File: src/rtl/core/tic_pkg.sv
package tic_pkg;

  // Tensor shape limits and the field widths that follow from them.
  localparam int MAX_DIMS   = 4;
  localparam int MAX_EXTENT = 256;
  localparam int NUM_DIMS   = MAX_DIMS;
  localparam int DIV_DIMS   = NUM_DIMS - 1;
  localparam int EXT_W      = $clog2(MAX_EXTENT + 1);
  localparam int CRD_W      = EXT_W;
  localparam int DIG_W      = $clog2(MAX_EXTENT);
  localparam int DIMS_W     = $clog2(MAX_DIMS + 1);
  localparam int DIDX_W     = (NUM_DIMS > 1) ? $clog2(NUM_DIMS) : 1;
  localparam int OFF_W      = 32;
  localparam int ACT_W      = 2;

  // Each division by an extent is spread over DIV_SUBSTAGES pipeline stages.
  localparam int DIV_SUBSTAGES      = 4;
  localparam int SUB_W              = $clog2(DIV_SUBSTAGES);
  localparam int DIV_BITS_PER_STAGE = OFF_W / DIV_SUBSTAGES;
  localparam int NUM_DIV_STAGES     = DIV_DIMS * DIV_SUBSTAGES;
  localparam int NUM_STAGES         = NUM_DIV_STAGES + 2;
  localparam int LAST_STAGE         = NUM_STAGES - 1;

  // Configuration port.
  localparam int CFG_IDX_W  = 3;
  localparam int CFG_DATA_W = EXT_W;

  typedef logic [EXT_W-1:0]      ext_t;
  typedef logic [CRD_W-1:0]      crd_t;
  typedef logic [DIG_W-1:0]      dig_t;
  typedef logic [DIMS_W-1:0]     dims_t;
  typedef logic [DIDX_W-1:0]     didx_t;
  typedef logic [SUB_W-1:0]      sub_t;
  typedef logic [OFF_W-1:0]      off_t;
  typedef logic [ACT_W-1:0]      act_t;
  typedef logic [CFG_IDX_W-1:0]  cidx_t;
  typedef logic [CFG_DATA_W-1:0] cdata_t;

  // Action codes.
  localparam act_t ACT_ENCODE = 2'd0;
  localparam act_t ACT_DECODE = 2'd1;
  localparam act_t ACT_STEP   = 2'd2;

  // Register indexes.
  localparam cidx_t REG_DIMS_USED = 3'd0;
  localparam cidx_t REG_EXTENT_0  = 3'd1;
  localparam cidx_t REG_EXTENT_1  = 3'd2;
  localparam cidx_t REG_EXTENT_2  = 3'd3;
  localparam cidx_t REG_EXTENT_3  = 3'd4;

  // Clamped shape as seen by every pipeline stage.
  typedef struct packed {
    dims_t                         nd;
    logic [NUM_DIMS-1:0][EXT_W-1:0] ext;
  } tic_cfg_t;

  // Work state of one item as it travels down the pipeline.
  typedef struct packed {
    act_t                           act;
    logic [NUM_DIMS-1:0][CRD_W-1:0] res;
    logic [DIV_DIMS-1:0][DIG_W-1:0] term;
    off_t                           acc;
    off_t                           num;
    dig_t                           rem;
    logic                           done;
  } tic_item_t;

  // Finished result as held in the output register.
  typedef struct packed {
    off_t                           offset;
    logic [NUM_DIMS-1:0][CRD_W-1:0] res;
    logic                           done;
    logic                           oor;
  } tic_result_t;

  // An extent of zero reads as one, anything above the limit as the limit.
  function automatic ext_t clamp_ext(input ext_t v);
    ext_t r;
    if (v == '0) begin
      r = ext_t'(1);
    end else if (v > ext_t'(MAX_EXTENT)) begin
      r = ext_t'(MAX_EXTENT);
    end else begin
      r = v;
    end
    return r;
  endfunction

  // A dimension count of zero reads as one, anything above the limit as the limit.
  function automatic dims_t clamp_dims(input dims_t v);
    dims_t r;
    if (v == '0) begin
      r = dims_t'(1);
    end else if (v > dims_t'(MAX_DIMS)) begin
      r = dims_t'(MAX_DIMS);
    end else begin
      r = v;
    end
    return r;
  endfunction

endpackage

File: src/rtl/core/tic_back.sv
module tic_back (
  input  logic                  clk,
  input  logic                  rst,
  input  logic                  load,
  input  logic                  in_valid,
  input  tic_pkg::tic_item_t    in_item,
  input  tic_pkg::tic_cfg_t     cfg,
  output logic                  out_valid,
  output tic_pkg::tic_result_t  result
);

  tic_pkg::didx_t       top;
  tic_pkg::off_t        quot;
  tic_pkg::tic_result_t result_next;

  // The quotient left after the lower divisions is the top coordinate.
  always_comb begin
    top                = tic_pkg::didx_t'(cfg.nd - tic_pkg::dims_t'(1));
    quot               = in_item.num;
    result_next.res    = in_item.res;
    result_next.done   = in_item.done;
    result_next.oor    = 1'b0;
    result_next.offset = (in_item.act == tic_pkg::ACT_ENCODE) ? in_item.acc : '0;
    if (in_item.act == tic_pkg::ACT_DECODE) begin
      if (quot >= tic_pkg::off_t'(tic_pkg::MAX_EXTENT)) begin
        result_next.res[top] = tic_pkg::crd_t'(tic_pkg::MAX_EXTENT);
      end else begin
        result_next.res[top] = tic_pkg::crd_t'(quot) + tic_pkg::crd_t'(1);
      end
      result_next.oor = quot >= tic_pkg::off_t'(cfg.ext[top]);
    end
  end

  // Output register.
  always_ff @(posedge clk) begin
    if (rst) begin
      out_valid <= 1'b0;
    end else if (load) begin
      out_valid <= in_valid;
    end
  end

  always_ff @(posedge clk) begin
    if (load) begin
      result <= result_next;
    end
  end

endmodule

File: config.mk
export PLATFORM = sky130hd
export DESIGN_NAME = tic_back
export DESIGN_NICKNAME = d
export VERILOG_FILES = /design/src/rtl/core/tic_pkg.sv /design/src/rtl/core/tic_back.sv
export SDC_FILE = /design/constraint.sdc
export NUM_CORES = 1
export LEC_CHECK = 0
export ABC_AREA = 1
export BUFFER_PORTS_ARGS = -buffer_cell sky130_fd_sc_hd__buf_4
export CAP_MARGIN = 25
export CORE_ASPECT_RATIO = 0.8
export CORE_MARGIN = 2
export CORE_UTILIZATION = 40
export CTS_CLUSTER_DIAMETER = 200
export DETAILED_ROUTE_END_ITERATION = 10
export GPL_TIMING_DRIVEN = 0
export PLACE_DENSITY_LB_ADDON = 0.2
export SLEW_MARGIN = 20
export SYNTH_ARGS = -nofsm -noshare
export SYNTH_HDL_FRONTEND = slang
export SYNTH_SLANG_ARGS = --single-unit
File: constraint.sdc
create_clock -name clk -period 4.01 [get_ports clk]
set_input_delay 0.802 -clock clk [delete_from_list [all_inputs] [get_ports clk]]
set_output_delay 0.802 -clock clk [all_outputs]
set_load 0.01 [all_outputs]
==> run_results.csv <==
group,metric,value,unit
synthesis,synth-seq-cells,71,
worst_setup_path,crit_chain,"buf_4, buf_2, inv_2, buf_4, ha_1, clkinv_1, buf_1, a32o_1, ha_1, nand2_1, nor2_1, nor2_1, nand2_1, nand2_1, nand2_1, nand2_1, a21oi_1",
final_layout,fin_cells,762,
cts,ctsResizeCount,0,
global_route,grt_pass1_vias,3535,
timing,hold_viol,0,
detailed_routing,routed_wl,10660,µm
cts,holdBufCountCts,0,
die,ios,249,
timing,setup-tns-final,0,ps
detailed_routing,dr_total_vias,3531,
worst_setup_path,required,4090,ps
timing,rsz0062_at_grt,"no",
worst_setup_path,cp_slowest_stage_delay,350,ps
power,peakVddDrop,277.6,µV
place,place_hpwl,8318,µm
final_layout,antenna_cells,0,
timing,setup_viol,0,
cts,cts.sinks,71,
timing,slew_violations,0,
final_layout,finish.instance_area,0.005892,mm²
cts,clockBufferDepth,2,
synthesis,synth-adder-area-share,0.04959,
cts,cts_htree_levels,3,
cts,clk_latency,320,ps
global_route,grt_usage,0.2090,
synthesis,netlist_area,0.003785,mm²
synthesis,yosysUniqueCellTypes,32,
detailed_routing,wl_met2,4992,µm
final_layout,fill_cells,763,
place,placed_area,0.005543,mm²
die,die_area,0.01026,mm²
global_route,grt_max_degree,72,
outcome,outcome,"completed",
detailed_routing,wl_met3,1095,µm
synthesis,synth_mux_area_frac,0.002645,
die,start_util,0.4152,
hold_path,hold_class,"reg -> reg",
power,p_leak,2.965,nW
detailed_routing,wl_met1,4258,µm
timing,max_slew_margin,0.3745,
synthesis,ys.flop_type,"edfxtp_1",
detailed_routing,routedWlPerCell,13.99,µm
timing,timing.fmax,297.1,MHz
worst_setup_path,critPathCaptureType,"flip-flop",
synthesis,synth_edf_count,70,
synthesis,yosys.area_share.simple,0.2555,
synthesis,synth-compound-area-share,0.04331,
synthesis,synthArstFlopShare,0,
worst_setup_path,worstSetupStartpointType,"primary input",
synthesis,synth_cells,416,
worst_setup_path,path_class,"in -> reg",
global_route,overflow,0,
worst_setup_path,cpMostUsedCell,"nand2_1",
timing,clock_skew,0,ps
detailed_routing,drt_iter0_drc,167,
worst_setup_path,worstPathMaxFanout,11,
timing,worstMarginPinSlew,938.2,ps
worst_setup_path,crit_path_top_delay_cell,"a32o_1",
die,fp.dieH,91.01,µm
final_layout,final-seq-area,0.002122,mm²
place,placedCellCount,746,
cts,cts_made_buffers,9,
power,p_per_area,376.0,mW/mm²
synthesis,synth_top_family_by_area,"simple AND/OR/NAND/NOR gates",
detailed_routing,top_layer_used,"met4",
run,cap_violations,0,
detailed_routing,vias_per_cell,4.634,
timing,period_minus_slack,3365,ps
detailed_routing,dr.pass1.iters,5,
cts,clk_pin_slew_worst_paths,60,ps
global_route,antenna_found_initial,0,
cts,post-cts-setup-buffer-count,0,
place,gp_congestion,0.8274,
global_route,grt_pass1_wl,16820,µm
cts,cts_root_buf,"clkbuf_16",
die,core_area,0.009115,mm²
synthesis,ys_seq_area_frac,0.5607,
final_layout,multi_input_area,0.001396,mm²
detailed_routing,antenna_left,0,
detailed_routing,remaining_drc_errors,0,
synthesis,syn_avg_cell_area,9.098,µm²
synthesis,synth_xor_area_frac,0.01785,
final_layout,drive_above_1_share,0.4049,
die,placementRows,31,
place,io_buffers,215,
synthesis,ys_warn_count,0,
final_layout,syn2layout_area_growth,55.67,%
cts,cts_tree,"done",
die,die_x,112.8,µm
timing,finalCritPeriodShare,0.8392,
synthesis,synthesis.nets,609,
final_layout,nets,835,
worst_setup_path,arrival,3450,ps
## cell families (layout without fill, tap and decap cells)
| logic type | Yosys count | in the layout |
|---|---|---|
| and+or+nand+nor | 232 | 232 |
| DFF | 71 | 71 |
| buffers and inverters | 67 | 298 |
| AOI/OAI and AO/OA | 24 | 24 |
| adders and majority gates | 15 | 15 |
| xor gates and xnor gates | 6 | 6 |
| muxes | 1 | 1 |
## area by class of cell
class / count / area share
well taps: 115 / 0.02442
plain buffers: 12 / 0.01019
flip-flops and latches: 71 / 0.3602
clock inverters: 5 / 0.01805
repair buffers: 215 / 0.2739
clock buffers: 11 / 0.04120
multi-input cells: 278 / 0.2370
inverters: 55 / 0.03504
## state kept, by name, summed over array words and instances, names as in the netlist
register,flops
out_valid,1
result,70
## critical path: cells and delay by family
kind / cells / cell delay (ps)
buffers and inverters: 6 / 1150
adders and majority gates: 2 / 600
and+or+nand+nor: 7 / 510
AOI/OAI and AO/OA: 2 / 400
## worst paths after layout
path / depth (start not counted) / end / slack [ps] / start
worst max-delay path: 17 / result[0] / 640 / cfg[36]
worst max register to register: 2 / out_valid / 3420 / out_valid
worst min register to register: 2 / out_valid / 510 / out_valid
worst min-delay path: 2 / out_valid / 510 / out_valid
## synthesized netlist by cell type (2+ instances only)
| master | number | share of area |
|---|---|---|
| xor2_1 | 4 | 0.0093 |
| buf_2 | 9 | 0.012 |
| ha_1 | 15 | 0.050 |
| nor2_4 | 5 | 0.015 |
| edfxtp_1 | 70 | 0.56 |
| nor2_1 | 52 | 0.052 |
| inv_2 | 5 | 0.0050 |
| inv_1 | 49 | 0.049 |
| a32o_1 | 8 | 0.021 |
| a21oi_1 | 11 | 0.015 |
| nand2_1 | 156 | 0.15 |
| nor2_2 | 4 | 0.0066 |
| o21ai_1 | 2 | 0.0026 |
| nand2_2 | 2 | 0.0033 |
| nand3_1 | 7 | 0.0093 |
## where the power goes
part           internal [W]  switching, W  leakage [nW]
registers          0.000881     0.0000163         0.685
logic              0.000212      0.000185          2.11
clock network      0.000626      0.000296         0.166
total               0.00172      0.000497          2.97
## per-stage QoR
step                      hold slack (ps)  total power [W]    util  setup WS (ps)
after floorplan                     527.9         0.001063       -          918.7
after global placement              479.3         0.001299  0.6081          409.3
after detailed placement            498.9         0.001310  0.6081          330.5
after CTS                           517.7         0.002237  0.6464          679.4
after global routing                612.2         0.002309  0.6464          460.7
final                               512.7         0.002215  0.6464          644.7
## routing by layer
layer / global-route usage / vias up
met5: 0 / -
met2: 0.3433 / 161
met3: 0.07610 / 30
met4: 0.07317 / 0
met1: 0.2542 / 1563
li1: - / 1777
## cells in the final DEF, fill, tap and decap left out, drive strengths merged, types with 2 or more instances in the layout
cell type  netlist  routed
a21oi           11      11
bufinv           0       3
xor2             5       5
inv             54      54
nand2          159     159
clkbuf           1      12
buf             11     226
a32o             8       8
ha              15      15
nor2            61      61
nor3             2       2
edfxtp          70      70
clkinv           1       2
nand3            7       7
o21ai            3       3
No activity file was read; power rests on OpenSTA's default activity.
