File: src/rtl/core/tic_pkg.sv
package tic_pkg;

  // Tensor shape limits and the field widths that follow from them.
  localparam int MAX_DIMS   = 4;
  localparam int MAX_EXTENT = 256;
  localparam int NUM_DIMS   = MAX_DIMS;
  localparam int DIV_DIMS   = NUM_DIMS - 1;
  localparam int EXT_W      = $clog2(MAX_EXTENT + 1);
  localparam int CRD_W      = EXT_W;
  localparam int DIG_W      = $clog2(MAX_EXTENT);
  localparam int DIMS_W     = $clog2(MAX_DIMS + 1);
  localparam int DIDX_W     = (NUM_DIMS > 1) ? $clog2(NUM_DIMS) : 1;
  localparam int OFF_W      = 32;
  localparam int ACT_W      = 2;

  // Each division by an extent is spread over DIV_SUBSTAGES pipeline stages.
  localparam int DIV_SUBSTAGES      = 4;
  localparam int SUB_W              = $clog2(DIV_SUBSTAGES);
  localparam int DIV_BITS_PER_STAGE = OFF_W / DIV_SUBSTAGES;
  localparam int NUM_DIV_STAGES     = DIV_DIMS * DIV_SUBSTAGES;
  localparam int NUM_STAGES         = NUM_DIV_STAGES + 2;
  localparam int LAST_STAGE         = NUM_STAGES - 1;

  // Configuration port.
  localparam int CFG_IDX_W  = 3;
  localparam int CFG_DATA_W = EXT_W;

  typedef logic [EXT_W-1:0]      ext_t;
  typedef logic [CRD_W-1:0]      crd_t;
  typedef logic [DIG_W-1:0]      dig_t;
  typedef logic [DIMS_W-1:0]     dims_t;
  typedef logic [DIDX_W-1:0]     didx_t;
  typedef logic [SUB_W-1:0]      sub_t;
  typedef logic [OFF_W-1:0]      off_t;
  typedef logic [ACT_W-1:0]      act_t;
  typedef logic [CFG_IDX_W-1:0]  cidx_t;
  typedef logic [CFG_DATA_W-1:0] cdata_t;

  // Action codes.
  localparam act_t ACT_ENCODE = 2'd0;
  localparam act_t ACT_DECODE = 2'd1;
  localparam act_t ACT_STEP   = 2'd2;

  // Register indexes.
  localparam cidx_t REG_DIMS_USED = 3'd0;
  localparam cidx_t REG_EXTENT_0  = 3'd1;
  localparam cidx_t REG_EXTENT_1  = 3'd2;
  localparam cidx_t REG_EXTENT_2  = 3'd3;
  localparam cidx_t REG_EXTENT_3  = 3'd4;

  // Clamped shape as seen by every pipeline stage.
  typedef struct packed {
    dims_t                         nd;
    logic [NUM_DIMS-1:0][EXT_W-1:0] ext;
  } tic_cfg_t;

  // Work state of one item as it travels down the pipeline.
  typedef struct packed {
    act_t                           act;
    logic [NUM_DIMS-1:0][CRD_W-1:0] res;
    logic [DIV_DIMS-1:0][DIG_W-1:0] term;
    off_t                           acc;
    off_t                           num;
    dig_t                           rem;
    logic                           done;
  } tic_item_t;

  // Finished result as held in the output register.
  typedef struct packed {
    off_t                           offset;
    logic [NUM_DIMS-1:0][CRD_W-1:0] res;
    logic                           done;
    logic                           oor;
  } tic_result_t;

  // An extent of zero reads as one, anything above the limit as the limit.
  function automatic ext_t clamp_ext(input ext_t v);
    ext_t r;
    if (v == '0) begin
      r = ext_t'(1);
    end else if (v > ext_t'(MAX_EXTENT)) begin
      r = ext_t'(MAX_EXTENT);
    end else begin
      r = v;
    end
    return r;
  endfunction

  // A dimension count of zero reads as one, anything above the limit as the limit.
  function automatic dims_t clamp_dims(input dims_t v);
    dims_t r;
    if (v == '0) begin
      r = dims_t'(1);
    end else if (v > dims_t'(MAX_DIMS)) begin
      r = dims_t'(MAX_DIMS);
    end else begin
      r = v;
    end
    return r;
  endfunction

endpackage

File: src/rtl/core/tic_front.sv
module tic_front (
  input  logic                                            clk,
  input  logic                                            rst,
  input  logic                                            load,
  input  logic                                            in_valid,
  input  tic_pkg::act_t                                   action,
  input  logic [tic_pkg::NUM_DIMS-1:0][tic_pkg::CRD_W-1:0] coord,
  input  tic_pkg::off_t                                   offset_in,
  input  tic_pkg::tic_cfg_t                               cfg,
  output logic                                            out_valid,
  output tic_pkg::tic_item_t                              out_item
);

  logic [tic_pkg::NUM_DIMS-1:0][tic_pkg::CRD_W-1:0] crd;
  logic [tic_pkg::NUM_DIMS-1:0]                     used;
  logic                                             carry;
  tic_pkg::tic_item_t                               item_next;

  // Clamp the coordinates into their extents and mark the dimensions in use.
  always_comb begin
    for (int i = 0; i < tic_pkg::NUM_DIMS; i++) begin
      if (coord[i] == '0) begin
        crd[i] = tic_pkg::crd_t'(1);
      end else if (coord[i] > cfg.ext[i]) begin
        crd[i] = cfg.ext[i];
      end else begin
        crd[i] = coord[i];
      end
      used[i] = tic_pkg::dims_t'(i) < cfg.nd;
    end
  end

  // Step results, encode seed and the terms that the multiply stages add.
  always_comb begin
    item_next      = '0;
    item_next.act  = action;
    item_next.num  = offset_in;
    item_next.rem  = '0;
    item_next.done = 1'b0;
    carry          = 1'b1;
    for (int i = 0; i < tic_pkg::NUM_DIMS; i++) begin
      item_next.res[i] = tic_pkg::crd_t'(1);
    end

    case (action)
      tic_pkg::ACT_ENCODE: begin
        for (int i = 0; i < tic_pkg::NUM_DIMS; i++) begin
          if (used[i]) begin
            item_next.res[i] = crd[i];
          end
        end
      end
      tic_pkg::ACT_STEP: begin
        for (int i = 0; i < tic_pkg::NUM_DIMS; i++) begin
          if (used[i]) begin
            item_next.res[i] = crd[i];
          end
        end
        // Odometer: the last used dimension moves first and carries downwards.
        for (int i = tic_pkg::NUM_DIMS - 1; i >= 0; i--) begin
          if (used[i] && carry) begin
            if (crd[i] >= cfg.ext[i]) begin
              item_next.res[i] = tic_pkg::crd_t'(1);
            end else begin
              item_next.res[i] = crd[i] + tic_pkg::crd_t'(1);
              carry            = 1'b0;
            end
          end
        end
        item_next.done = carry;
      end
      default: begin
      end
    endcase

    for (int i = 0; i < tic_pkg::DIV_DIMS; i++) begin
      item_next.term[i] = used[i] ? tic_pkg::dig_t'(crd[i] - tic_pkg::crd_t'(1)) : '0;
    end
    item_next.acc = used[tic_pkg::NUM_DIMS-1]
                  ? tic_pkg::off_t'(crd[tic_pkg::NUM_DIMS-1] - tic_pkg::crd_t'(1))
                  : '0;
  end

  // First pipeline register.
  always_ff @(posedge clk) begin
    if (rst) begin
      out_valid <= 1'b0;
    end else if (load) begin
      out_valid <= in_valid;
    end
  end

  always_ff @(posedge clk) begin
    if (load) begin
      out_item <= item_next;
    end
  end

endmodule

File: config.mk
export PLATFORM = sky130hd
export DESIGN_NAME = tic_front
export DESIGN_NICKNAME = d
export VERILOG_FILES = /design/src/rtl/core/tic_pkg.sv /design/src/rtl/core/tic_front.sv
export SDC_FILE = /design/constraint.sdc
export NUM_CORES = 1
export LEC_CHECK = 0
export ABC_AREA = 1
export BUFFER_PORTS_ARGS = -buffer_cell sky130_fd_sc_hd__buf_2
export CORE_ASPECT_RATIO = 0.6
export CORE_MARGIN = 5
export CORE_UTILIZATION = 50
export CTS_BUF_LIST = sky130_fd_sc_hd__clkbuf_2
export DETAILED_ROUTE_END_ITERATION = 10
export PLACE_DENSITY_LB_ADDON = 0.1
export SETUP_SLACK_MARGIN = 0.4
export SLEW_MARGIN = 5
export SYNTH_ARGS = -nofsm -noshare
export SYNTH_HDL_FRONTEND = slang
export SYNTH_SLANG_ARGS = --single-unit
File: constraint.sdc
create_clock -name clk -period 6.4 [get_ports clk]
set_input_delay 0.64 -clock clk [delete_from_list [all_inputs] [get_ports clk]]
set_output_delay 0.64 -clock clk [all_outputs]
set_load 0.05 [all_outputs]
==> metrics.md <==
| Metric | Value |
|---|---|
| Status | finished, final reports clean |
| Post-Synthesis Cells | 1057 |
| CTS sink cnt | 106 |
| ANT nets after route | 0 |
| Final period utilization | 65.5% |
| Setup WS pre-CTS | 1.66 ns |
| TritonCTS clock tree | built |
| Chip Width | 177 µm |
| Final Slew Violations | 0 |
| Final Skew | 0 ns |
| Slew Limit Headroom | 36.9% |
| DR WL/cell | 15.3 µm |
| Core Box Area | 16400 µm² |
| Main flop type after synthesis | edfxtp_1 |
| Initial Utilization | 51.2% |
| PnR worst setup slack | 2.21 ns |
| Largest net degree at the start of global routing | 79 |
| Post-synth cell types | 49 |
| Vias | 7889 |
| VDD IR max | 0.120 mV |
| Number of flops mapped to enable cells by yosys | 105 |
| Rows | 36 |
| Worst Hold Path Cells | 1 |
| Dpl hpwl | 18700 µm |
| H-tree level count | 3 |
| Hold-fix buffers, CTS | 0 |
| FF-to-FF path depth | 2 |
| Post-CTS resize count | 0 |
| Largest area contributor in the netlist | edfxtp_1 |
| Worst R2R End | out_valid$_SDFFE_PP0P_ |
| Ant diodes | 0 |
| CP startpoint | cfg[31] |
| Sequential fraction of the synthesis area | 37.9% |
| Worst Path Buf+Inv | 4 |
| Vias/cell | 5.23 |
| Area of the mapped netlist | 8380 µm² |
| Setup Fix Bufs, Post-CTS | 0 |
| Power density cells | 225 nW/µm² |
| #FFs+latches synth | 106 |
| Hold WC Path Type | input port to flip-flop |
| Critical Path Sink Type | flip-flop |
| Synthesis Warnings | 0 |
| CP Data Required Time | 6.77 ns |
| Final setup viols | 0 |
| Critical Path Start Type | input port |
| Largest cells by area after synthesis | edfxtp_1, ha_1, nand2_1, nand3_1, inv_1 |
| Final WL | 23100 µm |
| Nets | 1468 |
| Worst Setup EP | out_item[99]$_DFFE_PP_ |
| First-pass GRT wire length | 36300 µm |
| DR pass1 iterations | 6 |
| CTS Buf Count | 9 |
| Die Span Y | 110 µm |
| CTS clk-pin slew, worst paths | 0.33 ns |
| Layout cells sized above 1 | 25.5% |
| Asr flop ratio synth | 0% |
| Synth top area share | 37.6% |
| Die Area | 19500 µm² |
| Post-synthesis area per instance | 7.93 µm² |
| Crit-path slowest cell | o21ai_1 |
| Most used cell, CP | nand2_1 |
| Max Cap Viol | 0 |
| Worst Setup Path Type | input port to flip-flop |
| DRT iter0 DRCs | 635 |
| Hold Fails Final Rpt | 0 |
| Delay-heaviest family, CP | simple AND/OR/NAND/NOR gates |
| Synth-to-layout area growth | 16.2% |
| # DRC | 0 |
| Final GP Congestion | 0.957 |
| Worst Max-Slew Pin Slew | 0.947 ns |
| Final setup TNS | 0 ns |
| Tot GR Track Use | 23.0% |
| Leak | 4.84 nW |
| WP data arrival | 4.56 ns |
| Vias in the first global route | 7085 |
| Worst path max stage delay | 0.33 ns |
| Min cycle time layout | 4.19 ns |
| Max Freq | 239 MHz |
| R2r setup slk | 5.79 ns |
| Number of port buffers | 240 |
| RR Startpoint | out_valid$_SDFFE_PP0P_ |
| Crit Path Max Fanout | 13 |
| Initial antenna violation count | 0 |
| Worst path depth | 27 |
| I/O pin cnt | 249 |
| Maximum clock insertion buffer count | 2 |
| CTS root buffer | clkbuf_2 |
| Skew-Pair Late Insertion Delay | 0.53 ns |
| RSZ-0062 raised after global routing | no |
| Total grt overflow | 0 |
-- registers in the layout (all words and copies together), names as in the netlist --
register	cells
out_valid	1
out_item	105
-- layout by cell type (no fill, tap or decap), drive strengths merged, types with 2 or more instances in the layout --
| cell | count |
|---|---|
| ha | 80 |
| o21ai | 60 |
| o21a | 5 |
| nor3 | 15 |
| a211oi | 2 |
| buf | 243 |
| inv | 147 |
| nor2 | 92 |
| nand3 | 118 |
| nand2 | 260 |
| o211ai | 5 |
| conb | 8 |
| or2 | 7 |
| a21oi | 62 |
| nand3b | 8 |
| clkinv | 5 |
| nand4 | 31 |
| edfxtp | 105 |
| clkbuf | 10 |
| o31ai | 4 |
-- worst min-delay path by stage --
| stage | start | endpoint | slack [ns] |
|---|---|---|---|
| floorplan | rst | out_valid$_SDFFE_PP0P_ | 0.71 |
| global placement | out_valid$_SDFFE_PP0P_ | out_valid$_SDFFE_PP0P_ | 0.48 |
| detailed placement | out_valid$_SDFFE_PP0P_ | out_valid$_SDFFE_PP0P_ | 0.50 |
| CTS | offset_in[13] | out_item[22]$_DFFE_PP_ | 0.14 |
| global route | offset_in[22] | out_item[31]$_DFFE_PP_ | 0.08 |
| finish | offset_in[22] | out_item[31]$_DFFE_PP_ | 0.19 |
-- cell usage after synthesis, drive strengths merged, types with 6 or more instances --
master	count
nand4	31
clkbuf	6
nor3	15
a21oi	62
ha	80
or2	7
buf	37
nand2	260
edfxtp	105
inv	146
o21ai	60
nor2	92
nand3	118
nand3b	8
-- worst register-to-register path: stages, from the launching register on --
cell and delay (ns):
dfxtp_1 0.39, mux2i_1 0.07, nor2_1 0.11
-- layer usage --
metal | vias to the layer above | share of wire, % | track usage (%)
met1 | 3579 | 49 | 35.2
met5 | - | 0 | 0
met2 | 302 | 42 | 34.5
li1 | 3999 | - | -
met4 | 0 | 0.42 | 2.65
met3 | 9 | 8.7 | 4.70
-- cell families after synthesis --
| kind of cell | Yosys count | synth area share (%) |
|---|---|---|
| and+or+nand+nor | 535 | 30.3 |
| buffers and inverters | 191 | 10.3 |
| AOI/OAI and AO/OA | 143 | 9.39 |
| DFF | 106 | 37.9 |
| adders and majority gates | 80 | 11.9 |
| muxes | 1 | 0.119 |
| other | 1 | 0.0448 |
-- power breakdown --
group	internal, W	total, W	switching, W
Clock	0.0000970	0.000327	0.000230
Sequential	0.000851	0.000873	0.0000221
Combinational	0.000255	0.000991	0.000737
Total	0.00120	0.00219	0.000989
-- per-stage QoR --
step                hold WS [ns]  cell area [µm²]  instances  util (%)  power [W]
floorplan                  0.712             8400       1064         -    0.00163
global placement           0.479             9610       1492      58.8    0.00186
detailed placement         0.503             9610       1492      58.8    0.00187
CTS                        0.141             9730       1508      59.5    0.00220
global route              0.0752             9730       1508      59.5    0.00234
finish                     0.186             9730       1508      59.5    0.00219
-- layout make-up --
cell class,instances,area [µm²]
Inverter,148,556
Sequential cell,106,3170
Clock buffer,10,50.0
Clock inverter,6,75.1
Fill cell,1566,6620
Tap cell,228,285
Multi-Input combinational cell,767,4370
Timing Repair Buffer,243,1230
(Power assumes the default switching activity.)
