==> config.mk <==
export PLATFORM = sky130hd
export DESIGN_NAME = tic_div_stage
export DESIGN_NICKNAME = d
export VERILOG_FILES = /design/src/rtl/core/tic_pkg.sv /design/src/rtl/core/tic_div_stage.sv
export SDC_FILE = /design/constraint.sdc
export NUM_CORES = 1
export LEC_CHECK = 0
export BUFFER_PORTS_ARGS = -buffer_cell sky130_fd_sc_hd__buf_2
export CAP_MARGIN = 10
export CORE_ASPECT_RATIO = 1.4
export CORE_MARGIN = 2
export CORE_UTILIZATION = 35
export CTS_CLUSTER_DIAMETER = 150
export CTS_CLUSTER_SIZE = 16
export DETAILED_ROUTE_END_ITERATION = 10
export MAX_ROUTING_LAYER = met4
export PLACE_DENSITY = 0.65
export SLEW_MARGIN = 20
export SYNTH_ARGS = -nofsm -noshare
export SYNTH_HDL_FRONTEND = slang
export SYNTH_SLANG_ARGS = --single-unit
==> constraint.sdc <==
create_clock -name clk -period 15.97 [get_ports clk]
set_input_delay 0.7985 -clock clk [delete_from_list [all_inputs] [get_ports clk]]
set_output_delay 0.7985 -clock clk [all_outputs]
set_load 0.005 [all_outputs]
==> src/rtl/core/tic_pkg.sv <==
package tic_pkg;

  // Tensor shape limits and the field widths that follow from them.
  localparam int MAX_DIMS   = 4;
  localparam int MAX_EXTENT = 256;
  localparam int NUM_DIMS   = MAX_DIMS;
  localparam int DIV_DIMS   = NUM_DIMS - 1;
  localparam int EXT_W      = $clog2(MAX_EXTENT + 1);
  localparam int CRD_W      = EXT_W;
  localparam int DIG_W      = $clog2(MAX_EXTENT);
  localparam int DIMS_W     = $clog2(MAX_DIMS + 1);
  localparam int DIDX_W     = (NUM_DIMS > 1) ? $clog2(NUM_DIMS) : 1;
  localparam int OFF_W      = 32;
  localparam int ACT_W      = 2;

  // Each division by an extent is spread over DIV_SUBSTAGES pipeline stages.
  localparam int DIV_SUBSTAGES      = 4;
  localparam int SUB_W              = $clog2(DIV_SUBSTAGES);
  localparam int DIV_BITS_PER_STAGE = OFF_W / DIV_SUBSTAGES;
  localparam int NUM_DIV_STAGES     = DIV_DIMS * DIV_SUBSTAGES;
  localparam int NUM_STAGES         = NUM_DIV_STAGES + 2;
  localparam int LAST_STAGE         = NUM_STAGES - 1;

  // Configuration port.
  localparam int CFG_IDX_W  = 3;
  localparam int CFG_DATA_W = EXT_W;

  typedef logic [EXT_W-1:0]      ext_t;
  typedef logic [CRD_W-1:0]      crd_t;
  typedef logic [DIG_W-1:0]      dig_t;
  typedef logic [DIMS_W-1:0]     dims_t;
  typedef logic [DIDX_W-1:0]     didx_t;
  typedef logic [SUB_W-1:0]      sub_t;
  typedef logic [OFF_W-1:0]      off_t;
  typedef logic [ACT_W-1:0]      act_t;
  typedef logic [CFG_IDX_W-1:0]  cidx_t;
  typedef logic [CFG_DATA_W-1:0] cdata_t;

  // Action codes.
  localparam act_t ACT_ENCODE = 2'd0;
  localparam act_t ACT_DECODE = 2'd1;
  localparam act_t ACT_STEP   = 2'd2;

  // Register indexes.
  localparam cidx_t REG_DIMS_USED = 3'd0;
  localparam cidx_t REG_EXTENT_0  = 3'd1;
  localparam cidx_t REG_EXTENT_1  = 3'd2;
  localparam cidx_t REG_EXTENT_2  = 3'd3;
  localparam cidx_t REG_EXTENT_3  = 3'd4;

  // Clamped shape as seen by every pipeline stage.
  typedef struct packed {
    dims_t                         nd;
    logic [NUM_DIMS-1:0][EXT_W-1:0] ext;
  } tic_cfg_t;

  // Work state of one item as it travels down the pipeline.
  typedef struct packed {
    act_t                           act;
    logic [NUM_DIMS-1:0][CRD_W-1:0] res;
    logic [DIV_DIMS-1:0][DIG_W-1:0] term;
    off_t                           acc;
    off_t                           num;
    dig_t                           rem;
    logic                           done;
  } tic_item_t;

  // Finished result as held in the output register.
  typedef struct packed {
    off_t                           offset;
    logic [NUM_DIMS-1:0][CRD_W-1:0] res;
    logic                           done;
    logic                           oor;
  } tic_result_t;

  // An extent of zero reads as one, anything above the limit as the limit.
  function automatic ext_t clamp_ext(input ext_t v);
    ext_t r;
    if (v == '0) begin
      r = ext_t'(1);
    end else if (v > ext_t'(MAX_EXTENT)) begin
      r = ext_t'(MAX_EXTENT);
    end else begin
      r = v;
    end
    return r;
  endfunction

  // A dimension count of zero reads as one, anything above the limit as the limit.
  function automatic dims_t clamp_dims(input dims_t v);
    dims_t r;
    if (v == '0) begin
      r = dims_t'(1);
    end else if (v > dims_t'(MAX_DIMS)) begin
      r = dims_t'(MAX_DIMS);
    end else begin
      r = v;
    end
    return r;
  endfunction

endpackage

==> src/rtl/core/tic_div_stage.sv <==
module tic_div_stage (
  input  logic                  clk,
  input  logic                  rst,
  input  logic                  load,
  input  logic                  in_valid,
  input  tic_pkg::tic_item_t    in_item,
  input  tic_pkg::didx_t        dim,
  input  tic_pkg::sub_t         sub,
  input  tic_pkg::tic_cfg_t     cfg,
  output logic                  out_valid,
  output tic_pkg::tic_item_t    out_item
);

  logic                                     first;
  logic                                     last;
  logic                                     div_en;
  tic_pkg::ext_t                            divisor;
  tic_pkg::didx_t                           mul_idx;
  logic [tic_pkg::OFF_W+tic_pkg::EXT_W-1:0] prod;
  tic_pkg::off_t                            num_w;
  tic_pkg::dig_t                            rem_w;
  logic [tic_pkg::DIG_W:0]                  part;
  tic_pkg::tic_item_t                       item_next;

  // Which division this stage belongs to, and which multiply it carries.
  always_comb begin
    first   = sub == '0;
    last    = sub == tic_pkg::sub_t'(tic_pkg::DIV_SUBSTAGES - 1);
    div_en  = (tic_pkg::dims_t'(dim) + tic_pkg::dims_t'(1)) < cfg.nd;
    divisor = cfg.ext[dim];
    mul_idx = tic_pkg::didx_t'(tic_pkg::DIV_DIMS - 1) - dim;
  end

  // Horner step of the encode: acc * extent + term, modulo 2^32.
  always_comb begin
    prod = in_item.acc * cfg.ext[mul_idx];
  end

  // A slice of restoring division: one quotient bit per step, MSB first.
  always_comb begin
    num_w = in_item.num;
    rem_w = first ? '0 : in_item.rem;
    part  = '0;
    for (int b = 0; b < tic_pkg::DIV_BITS_PER_STAGE; b++) begin
      part  = {rem_w, num_w[tic_pkg::OFF_W-1]};
      num_w = {num_w[tic_pkg::OFF_W-2:0], 1'b0};
      if (part >= divisor) begin
        rem_w    = tic_pkg::dig_t'(part - divisor);
        num_w[0] = 1'b1;
      end else begin
        rem_w = part[tic_pkg::DIG_W-1:0];
      end
    end
  end

  // Merge the stage results into the item.
  always_comb begin
    item_next = in_item;
    if (first) begin
      item_next.acc = prod[tic_pkg::OFF_W-1:0] + tic_pkg::off_t'(in_item.term[mul_idx]);
    end
    if (div_en) begin
      item_next.num = num_w;
      item_next.rem = rem_w;
      if (last && in_item.act == tic_pkg::ACT_DECODE) begin
        item_next.res[dim] = tic_pkg::crd_t'(rem_w) + tic_pkg::crd_t'(1);
      end
    end
  end

  always_ff @(posedge clk) begin
    if (rst) begin
      out_valid <= 1'b0;
    end else if (load) begin
      out_valid <= in_valid;
    end
  end

  always_ff @(posedge clk) begin
    if (load) begin
      out_item <= item_next;
    end
  end

endmodule

==> out/metrics.sh <==
OUTCOME='completed'
FINAL_PERIOD_MINUS_WORST_SETUP_SLACK_NS=15.24
IO_PINS=318
DRV_SLEW=0
WORST_SKEW_PAIR_LATENCY_NS=0.46
VIA_PER_INSTANCE_RATIO=5.298
GRTUSAGETOTAL_PCT=23.15
GRT_FIRST_PASS_WIRELENGTH_MM=87.86
DRT_WL_TOTAL_MM=58.05
WORSTPATHARRIVAL_NS=15.49
CRITICAL_PATH.REG2REG.STARTPOINT='out_valid'
SYNTH.LIB_CELLS_USED.DISTINCT=69
ANTENNA_VIOLATING_NETS_POST_ROUTE=0
FFS_W_ASYNC_S_R_SYNTH_PCT=0
FIRST_PASS_ITERS=5
WORST_R2R_ENDPOINT='out_valid'
DRV_CAP=0
SYNTH.YOSYS.SEQ_AREA_SHARE_PCT=23.25
CLK_SINK_COUNT=136
FLOORPLAN.INITIALDENSITY_PCT=35.21
TIMING.CRITICAL_PATH.SLOWEST_CELL_DELAY_NS=0.58
PLACE.DETAILED.HPWL_MM=45.37
POSTSYNTH.TOPFLOPCELL='edfxtp_1'
SYNTH.TOP_CELL.AREA_SHARE_PCT=23.14
DATA_REQUIRED_TIME_OF_THE_CRITICAL_PATH_NS=16.22
MIN_DELAY_WORST_ENDPOINT='out_valid'
FP.COREAREA_SQ_MM=0.04976
SYNTH-WARNING-COUNT=0
YOSYS_REGISTER_BITS=136
DIE-WIDTH_UM=193.1
SETUP.REG_TO_REG.WORST_SLACK_NS=15.39
FILLCELLCOUNT=4892
CLOCK_TREE.HTREE_LEVEL_COUNT=4
WORST_HOLD_PATH.NUM_CELLS=2
CRIT_FANOUT=9
GRT_ANTENNA_BEFORE_REPAIR=11
REPORT.FINAL.SETUP_VIOL=0
CLOCK_SLEW_AT_REPORTED_PATH_FFS_NS=0.07
ROUTED_LENGTH_PER_PLACED_INSTANCE_UM=20.74
PRECTSSETUPSLACK_NS=-0.5400
GP_ROUTABILITY_CONGESTION=0.9741
AREA_GROWTH_SYN_TO_LAYOUT_PCT=19.80
WORSTHOLDPATHTYPE='in -> reg'
YOSYS-TOP-CELLS-AREA='edfxtp_1 (23%), fa_1 (22%), ha_1 (11%)'
SYNTHDOMINANTAREACELLTYPE='edfxtp_1'
FINAL_HOLD_VIOL_COUNT=0
PORTBUFFERS=317
VIAS=14830
POST_SYNTH_INSTANCE_AREA_SQ_MM=0.01752
WORSTMARGINPINSLEW_NS=1.057
CRITICAL_PATH.STARTPOINT_TYPE='primary input'
DIEAREA_SQ_MM=0.05189
FINISH.NET_COUNT=2653
DIE_BOUNDARY_HEIGHT_UM=268.7
WORST_PATH_MOST_REPEATED_CELL='ha_1'
CTS_TREE='built'
HOLD_SLACK_NS=0.5004
LAYOUT-DRIVE-GT1-SHARE_PCT=26.63
NUMCTSBUFFERS=17
SYN-MEAN-INSTANCE-AREA_SQ_UM=9.755
ORIGIN_OF_THE_WORST_MIN_DELAY_PATH='rst'
HEADROOM_TO_THE_MAX_SLEW_LIMIT_PCT=29.51
CTS_ROOT_BUFFER='clkbuf_16'
SYNTH_ENABLE_FLOP_CELLS=135
WORST-SETUP-PATH-TYPE='in -> reg'
ROW_COUNT=97
R2R.WORST_PATH.CELLS=2
POSTSYNTHCELLCOUNT=1796
POST_CTS_HOLD_BUFFER_COUNT=0
WORST_SLACK_NS=0.7280
ENDPOINT_KIND='register'
TIMING.FINAL.CRIT_SHARE_PCT=95.44
GRT_START_MAX_NET_PINS=78
CLOCK-SKEW-FINAL_NS=0
GLOBALROUTE.TOTALOVERFLOW=0
TIMING.CRITICAL_PATH.SLOWEST_STAGE_CELL='or4_1'
CLOCK_TREE.BUFFER_DEPTH=2
VIA_COUNT_OF_THE_FIRST_GLOBAL_ROUTING_PASS=15960
SYN-NUM-NETS=2318
DRTITER0DRC=664
ROUTE.DETAILED.DRC=0
MAX_FREQ_MHz=65.61
TOTALNEGATIVESETUPSLACK_NS=0
worst max-delay path by stage:
stage	from	endpoint	slack (ns)	cells after the start
3_3_place_gp	dim[0]	out_item[130]	-0.21	63
6_report	dim[1]	out_item[131]	0.73	63
2_1_floorplan	dim[0]	out_item[130]	0.004	68
4_1_cts	dim[0]	out_item[104]	0.06	62
5_1_grt	dim[0]	out_item[131]	-0.11	68
3_5_place_dp	dim[0]	out_item[103]	-0.54	61
synthesized netlist by cell type (all sizes together) (13+ instances only):
library cell and instances:
a211oi 13, a21o 35, a21oi 59, and2 106
buf 36, clkbuf 43, edfxtp 135, fa 191
ha 149, inv 215, mux2 80, mux4 18
nand2 267, nand2b 13, nand4 14, nor2 67
nor2b 16, nor3 15, o21a 21, o21ai 97
xnor2 61, xor2 26
layer usage:
layer	up-vias	wire length (um)	track usage, %
met4	0	2537	12.18
li1	6760	-	-
met2	580	30420	41.28
met5	-	0	-
met1	7357	21500	24.06
met3	133	3598	4.256
logic make-up after synthesis:
| group | share of synthesized area (%) |
|---|---|
| DFF | 23.25 |
| buffers and inverters | 6.406 |
| and+or+nand+nor | 14.07 |
| xor gates and xnor gates | 4.349 |
| AOI/OAI and AO/OA | 11.71 |
| muxes | 7.742 |
| adders and majority gates | 32.47 |
cell usage in the layout, fill, tap and decap left out, types with 5 or more instances in the layout:
| master | netlist | final |
|---|---|---|
| o31a_1 | 7 | 7 |
| edfxtp_1 | 135 | 135 |
| buf_2 | 3 | 315 |
| nand2b_1 | 13 | 12 |
| o21ai_0 | 95 | 93 |
| inv_1 | 215 | 214 |
| a21o_1 | 35 | 33 |
| nand3_1 | 5 | 5 |
| a22o_1 | 7 | 7 |
| and3_1 | 7 | 7 |
| xor2_1 | 26 | 26 |
| and2_1 | 106 | 106 |
| xnor2_1 | 61 | 61 |
| ha_1 | 149 | 147 |
| o21a_1 | 21 | 19 |
| or3_1 | 5 | 5 |
| mux4_2 | 18 | 18 |
| nor2b_1 | 16 | 16 |
| nor3_1 | 14 | 12 |
| clkbuf_16 | 0 | 17 |
| nor2_1 | 67 | 67 |
| mux2_2 | 80 | 80 |
| fa_1 | 191 | 191 |
| nand2_1 | 267 | 267 |
| o21bai_1 | 10 | 10 |
| o211ai_1 | 9 | 9 |
| a31oi_1 | 6 | 5 |
| a21oi_1 | 57 | 54 |
| diode_2 | 0 | 12 |
| buf_4 | 2 | 77 |
| a211oi_1 | 12 | 8 |
| nand4_1 | 14 | 14 |
| o31ai_1 | 10 | 7 |
what timing repair did:
item / CTS / global route
pin swaps: 0 / 7
buffers inserted: 0 / 6
endpoints found under the setup margin: 4 / 45
resized for setup: 2 / 34
gates cloned: 0 / 1
registers in the layout, summed over array words and instances, names as in the netlist:
signal     flops
out_item     135
out_valid      1
layout make-up:
class	instances	area [sq um]	area share [%]
inverter	215	807.0	3.845
multi-input combinational	1367	12500	59.58
antenna	12	30.03	0.1431
timing repair buffer	394	2177	10.37
sequential	136	4074	19.41
clock buffer	18	429.2	2.045
tap	643	804.5	3.833
clock inverter	14	162.7	0.7750
per-stage QoR:
stage	area [sq um]	util, %	instances
after floorplan	17550	-	1796
final	20990	42.18	2799
after global placement	20160	40.51	2748
after global routing	20990	42.18	2798
after CTS	20760	41.73	2780
after detailed placement	20160	40.51	2748
critical path: cells and delay by family:
kind	cells	cell delay (ns)
adders and majority gates	8	2.00
xor gates and xnor gates	1	0.17
muxes	3	1.20
and+or+nand+nor	14	3.98
AOI/OAI and AO/OA	32	6.47
buffers and inverters	5	0.85
Power is not shown: default switching activity piles up to over one toggle a cycle in this logic, so the estimate is an artifact.
